<file path="src/rtl/dmn_pkg.sv">
// Shared types and constants for the distributed mutex node.
package dmn_pkg;

  localparam int unsigned MAX_NODES_DEF   = 16;
  localparam int unsigned NODE_CNT_W      = 5;
  localparam int unsigned NODE_IDX_W      = 4;
  localparam int unsigned SEQ_W           = 32;
  localparam int unsigned CFG_DATA_W      = 5;
  localparam logic [NODE_CNT_W-1:0] NODE_COUNT_RST = 5'd16;

  typedef enum logic [2:0] {
    CMD_CLIENT_REQ   = 3'd0,
    CMD_CLIENT_REL   = 3'd1,
    CMD_CLIENT_DONE  = 3'd2,
    CMD_PEER_REQ     = 3'd3,
    CMD_PEER_REPLY   = 3'd4,
    CMD_PEER_SHUT    = 3'd5,
    CMD_SHUT_ACK     = 3'd6,
    CMD_UNUSED       = 3'd7
  } cmd_t;

  typedef enum logic [2:0] {
    KIND_GRANT       = 3'd0,
    KIND_REQ_PEER    = 3'd1,
    KIND_REPLY_PEER  = 3'd2,
    KIND_SHUT_NOTICE = 3'd3,
    KIND_SHUT_ACK    = 3'd4,
    KIND_EXIT        = 3'd5
  } kind_t;

  typedef enum logic {
    CFG_NODE_COUNT = 1'b0,
    CFG_OWN_INDEX  = 1'b1
  } cfg_idx_t;

endpackage

</file>
<file path="src/rtl/distributed_mutex_node.sv">
// Ricart-Agrawala mutual exclusion node with shutdown handshake (top level).
//
//  channel   direction  handshake          payload
//  in_*      input      in_valid/in_ready   cmd, source_index, seq_number
//  out_*     output     out_valid/out_ready kind, dest_index, seq_out, last
//  cfg_*     input      cfg_we              cfg_index, cfg_wdata
//
// An item is taken in IDLE and decoded in EXEC; broadcasts and releases then
// scan the node indices below the node count in SCAN, and the final result is
// handed over in FLUSH.
// in_ready is high only while the sequencer is idle.
// A stalled output holds the scan in place; one result is kept pending so
// the final one can be flagged last. Reset is synchronous, active low.
module distributed_mutex_node #(
  parameter int unsigned MAX_NODES = dmn_pkg::MAX_NODES_DEF
) (
  input  logic                               clk,
  input  logic                               rst_n,
  input  logic                               in_valid,
  output logic                               in_ready,
  input  logic [2:0]                         in_cmd,
  input  logic [dmn_pkg::NODE_IDX_W-1:0]     in_source_index,
  input  logic [dmn_pkg::SEQ_W-1:0]          in_seq_number,
  output logic                               out_valid,
  input  logic                               out_ready,
  output logic [2:0]                         out_kind,
  output logic [dmn_pkg::NODE_IDX_W-1:0]     out_dest_index,
  output logic [dmn_pkg::SEQ_W-1:0]          out_seq_out,
  output logic                               out_last,
  input  logic                               cfg_we,
  input  logic                               cfg_index,
  input  logic [dmn_pkg::CFG_DATA_W-1:0]     cfg_wdata
);

  localparam int unsigned CNT_W = $clog2(MAX_NODES + 1);
  localparam int unsigned IDX_W = $clog2(MAX_NODES);
  localparam int unsigned NW    = (CNT_W > dmn_pkg::NODE_CNT_W) ? CNT_W : dmn_pkg::NODE_CNT_W;
  localparam int unsigned IW    = dmn_pkg::NODE_IDX_W;
  localparam int unsigned SW    = dmn_pkg::SEQ_W;

  typedef enum logic [3:0] {
    ST_IDLE  = 4'b0001,
    ST_EXEC  = 4'b0010,
    ST_SCAN  = 4'b0100,
    ST_FLUSH = 4'b1000
  } state_t;

  function automatic logic [CNT_W-1:0] eff_count(input logic [dmn_pkg::NODE_CNT_W-1:0] v);
    logic [NW-1:0] ext;
    logic [NW-1:0] res;
    ext = NW'(v);
    if (ext == '0)
      res = NW'(1);
    else if (ext > NW'(MAX_NODES))
      res = NW'(MAX_NODES);
    else
      res = ext;
    return CNT_W'(res);
  endfunction

  function automatic logic [CNT_W-1:0] minus_one_floor(input logic [CNT_W-1:0] v);
    return (v > CNT_W'(1)) ? v - CNT_W'(1) : '0;
  endfunction

  // control state
  state_t                         state_r, state_nxt;
  logic [dmn_pkg::NODE_CNT_W-1:0] node_count_r, node_count_nxt;
  logic [IW-1:0]                  own_index_r, own_index_nxt;
  logic [SW-1:0]                  own_seq_r, own_seq_nxt;
  logic [SW-1:0]                  highest_seq_r, highest_seq_nxt;
  logic [CNT_W-1:0]               replies_missing_r, replies_missing_nxt;
  logic [MAX_NODES-1:0]           deferred_r, deferred_nxt;
  logic [MAX_NODES-1:0]           node_down_r, node_down_nxt;
  logic [CNT_W-1:0]               active_count_r, active_count_nxt;
  logic [CNT_W-1:0]               acks_missing_r, acks_missing_nxt;
  logic                           requesting_r, requesting_nxt;
  logic                           exited_r, exited_nxt;
  logic [CNT_W-1:0]               scan_idx_r, scan_idx_nxt;
  logic                           scan_rel_r, scan_rel_nxt;
  logic                           pend_valid_r, pend_valid_nxt;
  logic                           out_valid_r, out_valid_nxt;

  // payload
  dmn_pkg::cmd_t                  cmd_r, cmd_nxt;
  logic [IW-1:0]                  src_r, src_nxt;
  logic [SW-1:0]                  seq_r, seq_nxt;
  dmn_pkg::kind_t                 scan_kind_r, scan_kind_nxt;
  logic [SW-1:0]                  scan_seq_r, scan_seq_nxt;
  dmn_pkg::kind_t                 pend_kind_r, pend_kind_nxt;
  logic [IW-1:0]                  pend_dest_r, pend_dest_nxt;
  logic [SW-1:0]                  pend_seq_r, pend_seq_nxt;
  dmn_pkg::kind_t                 out_kind_r, out_kind_nxt;
  logic [IW-1:0]                  out_dest_r, out_dest_nxt;
  logic [SW-1:0]                  out_seq_r, out_seq_nxt;
  logic                           out_last_r, out_last_nxt;

  logic [CNT_W-1:0] n_eff;
  logic [IDX_W-1:0] src_sel;
  logic [IDX_W-1:0] scan_sel;
  logic             slot_free;
  logic             peer_cmd;
  logic             bad_src;
  logic             scan_hit;
  logic             scan_end;

  assign n_eff     = eff_count(node_count_r);
  assign src_sel   = IDX_W'(src_r);
  assign scan_sel  = scan_idx_r[IDX_W-1:0];
  assign slot_free = !out_valid_r || out_ready;
  assign peer_cmd  = (cmd_r == dmn_pkg::CMD_PEER_REQ) || (cmd_r == dmn_pkg::CMD_PEER_REPLY) ||
                     (cmd_r == dmn_pkg::CMD_PEER_SHUT) || (cmd_r == dmn_pkg::CMD_SHUT_ACK);
  assign bad_src   = (NW'(src_r) >= NW'(n_eff)) || (src_r == own_index_r);
  assign scan_end  = (scan_idx_r == n_eff);
  assign scan_hit  = scan_rel_r ? (deferred_r[scan_sel] && !node_down_r[scan_sel])
                                : ((NW'(scan_idx_r) != NW'(own_index_r)) &&
                                   !node_down_r[scan_sel]);

  always_comb begin
    state_nxt           = state_r;
    node_count_nxt      = node_count_r;
    own_index_nxt       = own_index_r;
    own_seq_nxt         = own_seq_r;
    highest_seq_nxt     = highest_seq_r;
    replies_missing_nxt = replies_missing_r;
    deferred_nxt        = deferred_r;
    node_down_nxt       = node_down_r;
    active_count_nxt    = active_count_r;
    acks_missing_nxt    = acks_missing_r;
    requesting_nxt      = requesting_r;
    exited_nxt          = exited_r;
    scan_idx_nxt        = scan_idx_r;
    scan_rel_nxt        = scan_rel_r;
    pend_valid_nxt      = pend_valid_r;
    cmd_nxt             = cmd_r;
    src_nxt             = src_r;
    seq_nxt             = seq_r;
    scan_kind_nxt       = scan_kind_r;
    scan_seq_nxt        = scan_seq_r;
    pend_kind_nxt       = pend_kind_r;
    pend_dest_nxt       = pend_dest_r;
    pend_seq_nxt        = pend_seq_r;
    out_valid_nxt       = out_valid_r && !out_ready;
    out_kind_nxt        = out_kind_r;
    out_dest_nxt        = out_dest_r;
    out_seq_nxt         = out_seq_r;
    out_last_nxt        = out_last_r;
    in_ready            = 1'b0;

    unique case (state_r)
      ST_IDLE: begin
        in_ready = 1'b1;
        if (in_valid) begin
          cmd_nxt   = dmn_pkg::cmd_t'(in_cmd);
          src_nxt   = in_source_index;
          seq_nxt   = in_seq_number;
          state_nxt = ST_EXEC;
        end
      end

      ST_EXEC: begin
        state_nxt = ST_IDLE;
        if (!exited_r && !(peer_cmd && bad_src)) begin
          case (cmd_r)
            dmn_pkg::CMD_CLIENT_REQ: begin
              if (!requesting_r) begin
                requesting_nxt      = 1'b1;
                own_seq_nxt         = (&highest_seq_r) ? highest_seq_r
                                                       : highest_seq_r + SW'(1);
                replies_missing_nxt = minus_one_floor(active_count_r);
                if (active_count_r <= CNT_W'(1)) begin
                  pend_kind_nxt  = dmn_pkg::KIND_GRANT;
                  pend_dest_nxt  = '0;
                  pend_seq_nxt   = '0;
                  pend_valid_nxt = 1'b1;
                  state_nxt      = ST_FLUSH;
                end else begin
                  scan_rel_nxt  = 1'b0;
                  scan_kind_nxt = dmn_pkg::KIND_REQ_PEER;
                  scan_seq_nxt  = own_seq_nxt;
                  scan_idx_nxt  = '0;
                  state_nxt     = ST_SCAN;
                end
              end
            end
            dmn_pkg::CMD_CLIENT_REL: begin
              requesting_nxt      = 1'b0;
              replies_missing_nxt = '0;
              scan_rel_nxt        = 1'b1;
              scan_kind_nxt       = dmn_pkg::KIND_REPLY_PEER;
              scan_seq_nxt        = '0;
              scan_idx_nxt        = '0;
              state_nxt           = ST_SCAN;
            end
            dmn_pkg::CMD_CLIENT_DONE: begin
              if (!requesting_r && acks_missing_r == '0) begin
                acks_missing_nxt = minus_one_floor(active_count_r);
                if (active_count_r <= CNT_W'(1)) begin
                  exited_nxt     = 1'b1;
                  pend_kind_nxt  = dmn_pkg::KIND_EXIT;
                  pend_dest_nxt  = '0;
                  pend_seq_nxt   = '0;
                  pend_valid_nxt = 1'b1;
                  state_nxt      = ST_FLUSH;
                end else begin
                  scan_rel_nxt  = 1'b0;
                  scan_kind_nxt = dmn_pkg::KIND_SHUT_NOTICE;
                  scan_seq_nxt  = '0;
                  scan_idx_nxt  = '0;
                  state_nxt     = ST_SCAN;
                end
              end
            end
            dmn_pkg::CMD_PEER_REQ: begin
              if (seq_r > highest_seq_r)
                highest_seq_nxt = seq_r;
              // lower index wins a tie
              if (requesting_r &&
                  (seq_r > own_seq_r || (seq_r == own_seq_r && own_index_r < src_r))) begin
                deferred_nxt[src_sel] = 1'b1;
              end else begin
                pend_kind_nxt  = dmn_pkg::KIND_REPLY_PEER;
                pend_dest_nxt  = src_r;
                pend_seq_nxt   = '0;
                pend_valid_nxt = 1'b1;
                state_nxt      = ST_FLUSH;
              end
            end
            dmn_pkg::CMD_PEER_REPLY: begin
              if (requesting_r && replies_missing_r != '0) begin
                replies_missing_nxt = replies_missing_r - CNT_W'(1);
                if (replies_missing_r == CNT_W'(1)) begin
                  pend_kind_nxt  = dmn_pkg::KIND_GRANT;
                  pend_dest_nxt  = '0;
                  pend_seq_nxt   = '0;
                  pend_valid_nxt = 1'b1;
                  state_nxt      = ST_FLUSH;
                end
              end
            end
            dmn_pkg::CMD_PEER_SHUT: begin
              if (!node_down_r[src_sel]) begin
                node_down_nxt[src_sel] = 1'b1;
                if (active_count_r != '0)
                  active_count_nxt = active_count_r - CNT_W'(1);
              end
              pend_kind_nxt  = dmn_pkg::KIND_SHUT_ACK;
              pend_dest_nxt  = src_r;
              pend_seq_nxt   = '0;
              pend_valid_nxt = 1'b1;
              state_nxt      = ST_FLUSH;
            end
            dmn_pkg::CMD_SHUT_ACK: begin
              if (acks_missing_r != '0) begin
                acks_missing_nxt = acks_missing_r - CNT_W'(1);
                if (acks_missing_r == CNT_W'(1)) begin
                  exited_nxt     = 1'b1;
                  pend_kind_nxt  = dmn_pkg::KIND_EXIT;
                  pend_dest_nxt  = '0;
                  pend_seq_nxt   = '0;
                  pend_valid_nxt = 1'b1;
                  state_nxt      = ST_FLUSH;
                end
              end
            end
            default: ;
          endcase
        end
      end

      ST_SCAN: begin
        if (scan_end) begin
          state_nxt = pend_valid_r ? ST_FLUSH : ST_IDLE;
        end else if (!(scan_hit && pend_valid_r && !slot_free)) begin
          if (scan_rel_r)
            deferred_nxt[scan_sel] = 1'b0;
          if (scan_hit) begin
            // previous hit is known not to be the final one
            if (pend_valid_r) begin
              out_valid_nxt = 1'b1;
              out_kind_nxt  = pend_kind_r;
              out_dest_nxt  = pend_dest_r;
              out_seq_nxt   = pend_seq_r;
              out_last_nxt  = 1'b0;
            end
            pend_valid_nxt = 1'b1;
            pend_kind_nxt  = scan_kind_r;
            pend_dest_nxt  = IW'(scan_idx_r);
            pend_seq_nxt   = scan_seq_r;
          end
          scan_idx_nxt = scan_idx_r + CNT_W'(1);
        end
      end

      ST_FLUSH: begin
        if (slot_free) begin
          out_valid_nxt  = 1'b1;
          out_kind_nxt   = pend_kind_r;
          out_dest_nxt   = pend_dest_r;
          out_seq_nxt    = pend_seq_r;
          out_last_nxt   = 1'b1;
          pend_valid_nxt = 1'b0;
          state_nxt      = ST_IDLE;
        end
      end

      default: state_nxt = ST_IDLE;
    endcase

    if (cfg_we) begin
      unique case (dmn_pkg::cfg_idx_t'(cfg_index))
        dmn_pkg::CFG_NODE_COUNT: begin
          node_count_nxt   = cfg_wdata[dmn_pkg::NODE_CNT_W-1:0];
          active_count_nxt = eff_count(cfg_wdata[dmn_pkg::NODE_CNT_W-1:0]);
        end
        dmn_pkg::CFG_OWN_INDEX: own_index_nxt = cfg_wdata[IW-1:0];
        default: ;
      endcase
    end
  end

  always_ff @(posedge clk) begin
    if (!rst_n) begin
      state_r           <= ST_IDLE;
      node_count_r      <= dmn_pkg::NODE_COUNT_RST;
      own_index_r       <= '0;
      own_seq_r         <= '0;
      highest_seq_r     <= '0;
      replies_missing_r <= '0;
      deferred_r        <= '0;
      node_down_r       <= '0;
      active_count_r    <= eff_count(dmn_pkg::NODE_COUNT_RST);
      acks_missing_r    <= '0;
      requesting_r      <= 1'b0;
      exited_r          <= 1'b0;
      scan_idx_r        <= '0;
      scan_rel_r        <= 1'b0;
      pend_valid_r      <= 1'b0;
      out_valid_r       <= 1'b0;
    end else begin
      state_r           <= state_nxt;
      node_count_r      <= node_count_nxt;
      own_index_r       <= own_index_nxt;
      own_seq_r         <= own_seq_nxt;
      highest_seq_r     <= highest_seq_nxt;
      replies_missing_r <= replies_missing_nxt;
      deferred_r        <= deferred_nxt;
      node_down_r       <= node_down_nxt;
      active_count_r    <= active_count_nxt;
      acks_missing_r    <= acks_missing_nxt;
      requesting_r      <= requesting_nxt;
      exited_r          <= exited_nxt;
      scan_idx_r        <= scan_idx_nxt;
      scan_rel_r        <= scan_rel_nxt;
      pend_valid_r      <= pend_valid_nxt;
      out_valid_r       <= out_valid_nxt;
    end
  end

  always_ff @(posedge clk) begin
    cmd_r       <= cmd_nxt;
    src_r       <= src_nxt;
    seq_r       <= seq_nxt;
    scan_kind_r <= scan_kind_nxt;
    scan_seq_r  <= scan_seq_nxt;
    pend_kind_r <= pend_kind_nxt;
    pend_dest_r <= pend_dest_nxt;
    pend_seq_r  <= pend_seq_nxt;
    out_kind_r  <= out_kind_nxt;
    out_dest_r  <= out_dest_nxt;
    out_seq_r   <= out_seq_nxt;
    out_last_r  <= out_last_nxt;
  end

  assign out_valid      = out_valid_r;
  assign out_kind       = out_kind_r;
  assign out_dest_index = out_dest_r;
  assign out_seq_out    = out_seq_r;
  assign out_last       = out_last_r;

endmodule

</file>
<file path="config.mk">
export PLATFORM = sky130hd
export DESIGN_NAME = distributed_mutex_node
export DESIGN_NICKNAME = d
export VERILOG_FILES = /design/src/rtl/dmn_pkg.sv /design/src/rtl/distributed_mutex_node.sv
export SDC_FILE = /design/constraint.sdc
export NUM_CORES = 1
export LEC_CHECK = 0
export CORE_MARGIN = 2
export CORE_UTILIZATION = 35
export DETAILED_ROUTE_END_ITERATION = 6
export DONT_BUFFER_PORTS = 1
export PLACE_DENSITY = 0.47
export SYNTH_ARGS = -nofsm -noshare
export SYNTH_HDL_FRONTEND = slang
export SYNTH_SLANG_ARGS = --single-unit
</file>
<file path="constraint.sdc">
create_clock -name clk -period 4.9 [get_ports clk]
set_input_delay 0.49 -clock clk [delete_from_list [all_inputs] [get_ports clk]]
set_output_delay 0.49 -clock clk [all_outputs]
set_load 0.1 [all_outputs]
</file>
After elaboration in Yosys (flattened, before gate mapping)
Index checks and enable logic that the tools add are counted. W data, S select, Z words.

Add/sub/neg operators: 5. $mul: 0. Divide/modulo/power cells: 0. Order comparisons: 12. Eq/ne operators: 46. Shifts and indexed selects: 0. Multiplexer cells: 167. Bitwise logic cells: 7. Reductions and logical operators: 60.

Operator list (number): $mux W32 (22); $pmux W32 S6 (1); $pmux W32 S2 (2); $mux W4 (30); $mux W5 (22); $mux W16 (6); $pmux W32 S3 (1); $mux W3 (22); $gt A32 B32 Y1 (2); $mux W1 (35); $add A32 B1 Y32 const B (1); $eq A32 B32 Y1 (1); $ne A2 B2 Y1 const B (16); $or A16 B16 Y16 (2); $pmux W16 S2 (1); $reduce_and A32 Y1 (1); $pmux W5 S3 (2); $pmux W4 S7 (1); $reduce_and A7 Y1 (4); $ne A3 B3 Y1 const B (9); $pmux W4 S6 (1); $pmux W5 S2 (2); $pmux W3 S6 (1); $and A16 B16 Y16 (1); 50 further kinds (111).

Bits in registers: 287. Bits in latches: 0. RAM bits: 0. ROM bits: 0. Bits of input ports: 50. Output and inout port bits: 42. Logic and storage cells: 325. Memories kept: 0.

Longest topological paths before layout
Depth in word-level cells: 12. Gate-level depth with buffers: 13. Mapped depth without buffers: 12.

Least setup slack after synthesis
OpenSTA, ideal clock, no wires.

Path kind: flip-flop to flip-flop. Start: register scan_idx_r[1]. End: register out_dest_r[0], in the netlist out_dest_index[0] (enable). Data arrival time: 4884 ps. Slack: -488 ps. Cell stages (with the launch flop): 9. Path buffers: 2. Clock period less this slack: 5388 ps. Path through: dfxtp_1 -> buf_2 -> buf_2 -> mux2i_1 -> o22ai_1 -> a2111oi_0 -> nand4_1 -> nand2b_1 -> a221oi_1.

Cells in the longest elaborated chain, start to end: 9. Elaborated cells between the ends (all ways): 16. Classes of those cells: eq/ne (5); mux (5); reduce/logical (6).

RTL lines: start: declaration (line distributed_mutex_node.sv:78) `logic [CNT_W-1:0] scan_idx_r, scan_idx_nxt;`; start signal: assignment (line distributed_mutex_node.sv:352) `scan_idx_r <= scan_idx_nxt;`; $bmux W1 S4 (line distributed_mutex_node.sv:114, distributed_mutex_node.sv:116); $mux W1 (implied by the code) (line distributed_mutex_node.sv:114, distributed_mutex_node.sv:116); $logic_not A1 Y1 (line distributed_mutex_node.sv:114, distributed_mutex_node.sv:116); $logic_and A1 B1 Y1 (on tied branches) (line distributed_mutex_node.sv:115, distributed_mutex_node.sv:114); $mux W1 (line distributed_mutex_node.sv:114) `assign scan_hit = scan_rel_r ? (deferred_r[scan_sel] && !node_down_r[scan_sel])`; $logic_and A1 B1 Y1 (2 in series) (line distributed_mutex_node.sv:273) `end else if (!(scan_hit && pend_valid_r && !slot_free)) begin`; $ne A2 B2 Y1 (no source line); $reduce_and A6 Y1 (no source line) *; end signal: assignment (line distributed_mutex_node.sv:369) `out_dest_r <= out_dest_nxt;`; end: declaration (line distributed_mutex_node.sv:93) `logic [IW-1:0] out_dest_r, out_dest_nxt;`.

Mark *: on every way between the ends. The rest lies on a longest branch, timed or not. The select of a mux whose other input is x is not followed. A chain may end at the register's enable or synchronous reset.

Final worst setup path
Start: register seq_r[19]. End: register pend_seq_r[6] (enable).

Cells in the longest elaborated chain, start to end: 6. Elaborated cells between the ends (all ways): 7. Classes of those cells: order compare (1); eq/ne (2); reduce/logical (4).

RTL lines: start: declaration (line distributed_mutex_node.sv:86) `logic [SW-1:0] seq_r, seq_nxt;`; start signal: assignment (line distributed_mutex_node.sv:362) `seq_r <= seq_nxt;`; parallel branches: the longest is 2 deep, another holds $gt A32 B32 Y1; $logic_or A1 B1 Y1 * (line distributed_mutex_node.sv:218) `(seq_r > own_seq_r || (seq_r == own_seq_r && own_index_r < src_r))) begin`; $logic_and A1 B1 Y1 * (line distributed_mutex_node.sv:217) `if (requesting_r &&`; $ne A3 B3 Y1 (no source line) *; $reduce_and A13 Y1 (no source line) *; end signal: assignment (line distributed_mutex_node.sv:367) `pend_seq_r <= pend_seq_nxt;`; end: declaration (line distributed_mutex_node.sv:91) `logic [SW-1:0] pend_seq_r, pend_seq_nxt;`.

Mark *: on every way between the ends.

==> results.tsv <==
metric	value	unit
largest cells by area after synthesis	edfxtp_1 (31%), dfxtp_1 (18%), ha_1 (7.2%), nand4_1 (5.1%), nor2_1 (3.2%)	
vias in the first global route	10600	
final core utilization	39.8	%
Initial Utilization	35.5	%
flip-flop cell with the highest count after synthesis	edfxtp_1	
global router's overall resource usage	18.6	%
kind of launch point of the worst setup path	flop	
Cell Count Post-Placement	1917	
HPWL reported at the end of detailed placement	27500	um
antenna violations before repair	7	
cell type with the largest total area after synthesis	edfxtp_1	
Maximum Capacitance Violations	0	
post-synthesis sequential element count	286	
share of post-route cells with drive strength above 1	7.22	%
Final TNS setup	0	ps
worst endpoint required time	5110	ps
post-synth design cell area	14500	um^2
sequential-to-total area share from yosys stat	49.8	%
data arrival time of the critical path	3920	ps
Total Nets Final	1560	
Final Max Slew Viols	0	
kind of critical path	reg2reg	
number of setup violations in the final report	0	
areal power density over the cells	341	nW/um^2
wire length per cell after detailed routing	20.2	um
via density per instance	5.53	
area fraction of the dominant cell type after synthesis	31.4	%
DRC	0	
maximum resistive drop on vdd	0.218	mV
maximum number of pins on one net before global-route repair	181	
worst-skew pair later-pin latency	550	ps
register-to-register setup slack	1190	ps
crit end category	flop	
number of iterations in the first detailed-routing pass	5	
Post-synth top cells	edfxtp_1 (152), dfxtp_1 (134), nor2_1 (123)	
startpoint of the most critical register-to-register path	seq_r[19]$_DFFE_PP_	
net count of the mapped netlist	1584	
antenna-violating nets left	0	
number of cell instances on the worst register-to-register path	10	
worst hold path cell count	0	
distinct cell type count of the synthesized netlist	72	
Die W	208	um
result of the run	finished clean	
number of vias in the routed layout	11000	
final period demand of the worst path	3710	ps
number of violations reported at the end of detailed-routing iteration 0	798	
unrepaired setup endpoints after global routing	no	
final worst path period share	75.8	%
IO Pins	92	
post-synthesis average cell area	10.0	um^2
routed wire length	40200	um
CTS-repair resized insts	0	
total count of hold-check failures in the final report	0	
Design Power	5560	uW
Area Growth Syn to Fin	12.1	%
Hold Path Origin	in_source_index[3]	
reg-to-reg critical path endpoint	pend_seq_r[6]$_SDFFCE_PN0P_	
Cells after Synth	1450	
Worst Max-Slew Pin Slew	1020	ps
global-route wire length before repair	63300	um
number of synthesis warnings	0	
clock-pin slew reported for the worst setup and hold paths after clock tree synthesis	60	ps
standard-cell rows	74	
maximum achievable frequency	269	MHz
number of buffers between clock root and the deepest sink	3	
area of the placeable core	40900	um^2
leading cell type by number of instances after synthesis	edfxtp_1	
Port Buffers	0	
Sink Count	286	
count of buffers added by post-CTS timing repair for setup	0	
Die H	208	um
non-filler instance count after layout	1990	
end point of the worst hold path	src_r[3]$_DFFE_PP_	
gr ovfl total	0	
CTS tree	built	
Die Footprint	43200	um^2
placer congestion estimate	0.835	
root cell of the clock tree	clkbuf_16	
CTS Buf Count	36	
FFs w/ async S/R, synth	0	%
worst clock skew	16.9	ps
CTS H-tree lvls	2	
static leakage	0.00562	uW
largest fanout on the critical path	32	
Hold/Removal Path Class	in2reg	
number of enable flip-flop cells after synthesis	152	
Max transition margin	32.1	%
-- registers in the layout, indices dropped and copies added (netlist names), 16 cells and up --
| signal | cells |
|---|---|
| out_seq_out | 32 |
| deferred_r | 16 |
| pend_seq_r | 32 |
| scan_seq_r | 32 |
| highest_seq_r | 32 |
| own_seq_r | 32 |
| seq_r | 32 |
| node_down_r | 16 |
-- critical path, stage by stage (launching register included) --
cell,delay [ps]
edfxtp_1,440
ha_1,340
nand4_1,130
or4_1,670
a211o_1,320
nand2_1,90
a21o_1,130
o21ai_0,80
or4_1,600
a21oi_4,190
buf_4,370
-- worst max-delay path by stage --
stage,startpoint,endpoint,depth (start not counted)
after global placement,seq_r[1]$_DFFE_PP_,pend_seq_r[9]$_SDFFCE_PN0P_,10
after floorplan,seq_r[23]$_DFFE_PP_,pend_seq_r[0]$_SDFFCE_PN0P_,9
final,seq_r[19]$_DFFE_PP_,pend_seq_r[6]$_SDFFCE_PN0P_,10
after detailed placement,seq_r[19]$_DFFE_PP_,pend_seq_r[8]$_SDFFCE_PN0P_,10
after CTS,seq_r[19]$_DFFE_PP_,pend_seq_r[30]$_SDFFCE_PN0P_,10
after global routing,seq_r[19]$_DFFE_PP_,pend_seq_r[6]$_SDFFCE_PN0P_,10
-- placed cells by master (no fill, tap or decap), types with 5 or more instances in the layout --
master | synthesis | routed
or3_1 | 7 | 7
and3_1 | 10 | 10
nand2b_1 | 13 | 13
o22ai_1 | 14 | 14
a21o_1 | 11 | 11
nor3_1 | 39 | 39
or4_1 | 9 | 9
mux2i_1 | 12 | 12
mux4_2 | 9 | 9
clkbuf_8 | 0 | 5
clkbuf_1 | 71 | 12
nand4b_1 | 32 | 32
o21a_1 | 20 | 20
nor2b_1 | 11 | 11
clkbuf_16 | 0 | 36
o31ai_1 | 5 | 5
nor2_1 | 123 | 122
or2_2 | 6 | 6
nand2_1 | 91 | 91
inv_1 | 89 | 89
edfxtp_1 | 152 | 152
ha_1 | 84 | 84
clkinv_1 | 2 | 6
and2_1 | 36 | 35
nand4_1 | 118 | 118
buf_4 | 1 | 20
a21oi_1 | 62 | 60
o21ai_0 | 49 | 49
xnor2_1 | 42 | 42
dfxtp_1 | 134 | 134
o211ai_1 | 17 | 17
nand3_1 | 69 | 69
a211oi_1 | 30 | 28
xor2_1 | 6 | 6
-- report_power, final --
part | internal, uW | switching [uW] | total (uW) | leakage [uW]
combinational | 134 | 242 | 376 | 0.00246
clock | 1500 | 1060 | 2560 | 0.000551
sequential | 2570 | 59.7 | 2620 | 0.00261
total | 4200 | 1360 | 5560 | 0.00562
-- final cells by class --
class	count	area (um^2)
Clock buffer	53	1010
Sequential cell	286	7250
Timing Repair Buffer	23	180
Multi-Input combinational cell	988	6720
Clock inverter	13	118
Tap cell	532	666
Inverter	91	342
Fill cell	4033	24600
Antenna cell	4	10.0
-- what timing repair did --
action,4_1_cts,5_1_grt
endpoints found under the setup margin,0,0
endpoints found under the hold margin,3,0
hold buffers,3,0
-- routing by layer --
layer	GRT usage, %	wire, um	vias up
met2	26.8	16900	308
met5	0	24	-
met1	27.5	19900	5288
met4	6.11	1040	4
met3	3.80	2400	62
li1	-	-	5333
-- metrics by stage --
stage	setup WS (ps)	area [um^2]	hold slack [ps]
global route	949	16300	5.20
detailed placement	1150	15100	405
CTS	1140	16300	0.377
finish	1190	16300	33.8
global placement	1130	15100	402
floorplan	373	14600	400
-- kinds of logic (layout without fill, tap and decap cells) --
group,after synthesis,in the layout,synth area share [%]
compound gates,242,242,10.8
xor+xnor,48,48,2.89
fa+ha+maj,84,84,7.23
buf+inv,176,180,4.67
flops,286,286,49.8
mux,24,24,2.66
other cells,0,4,0
simple gates,590,590,21.9
Note: power is estimated with default switching activity, not from simulation.
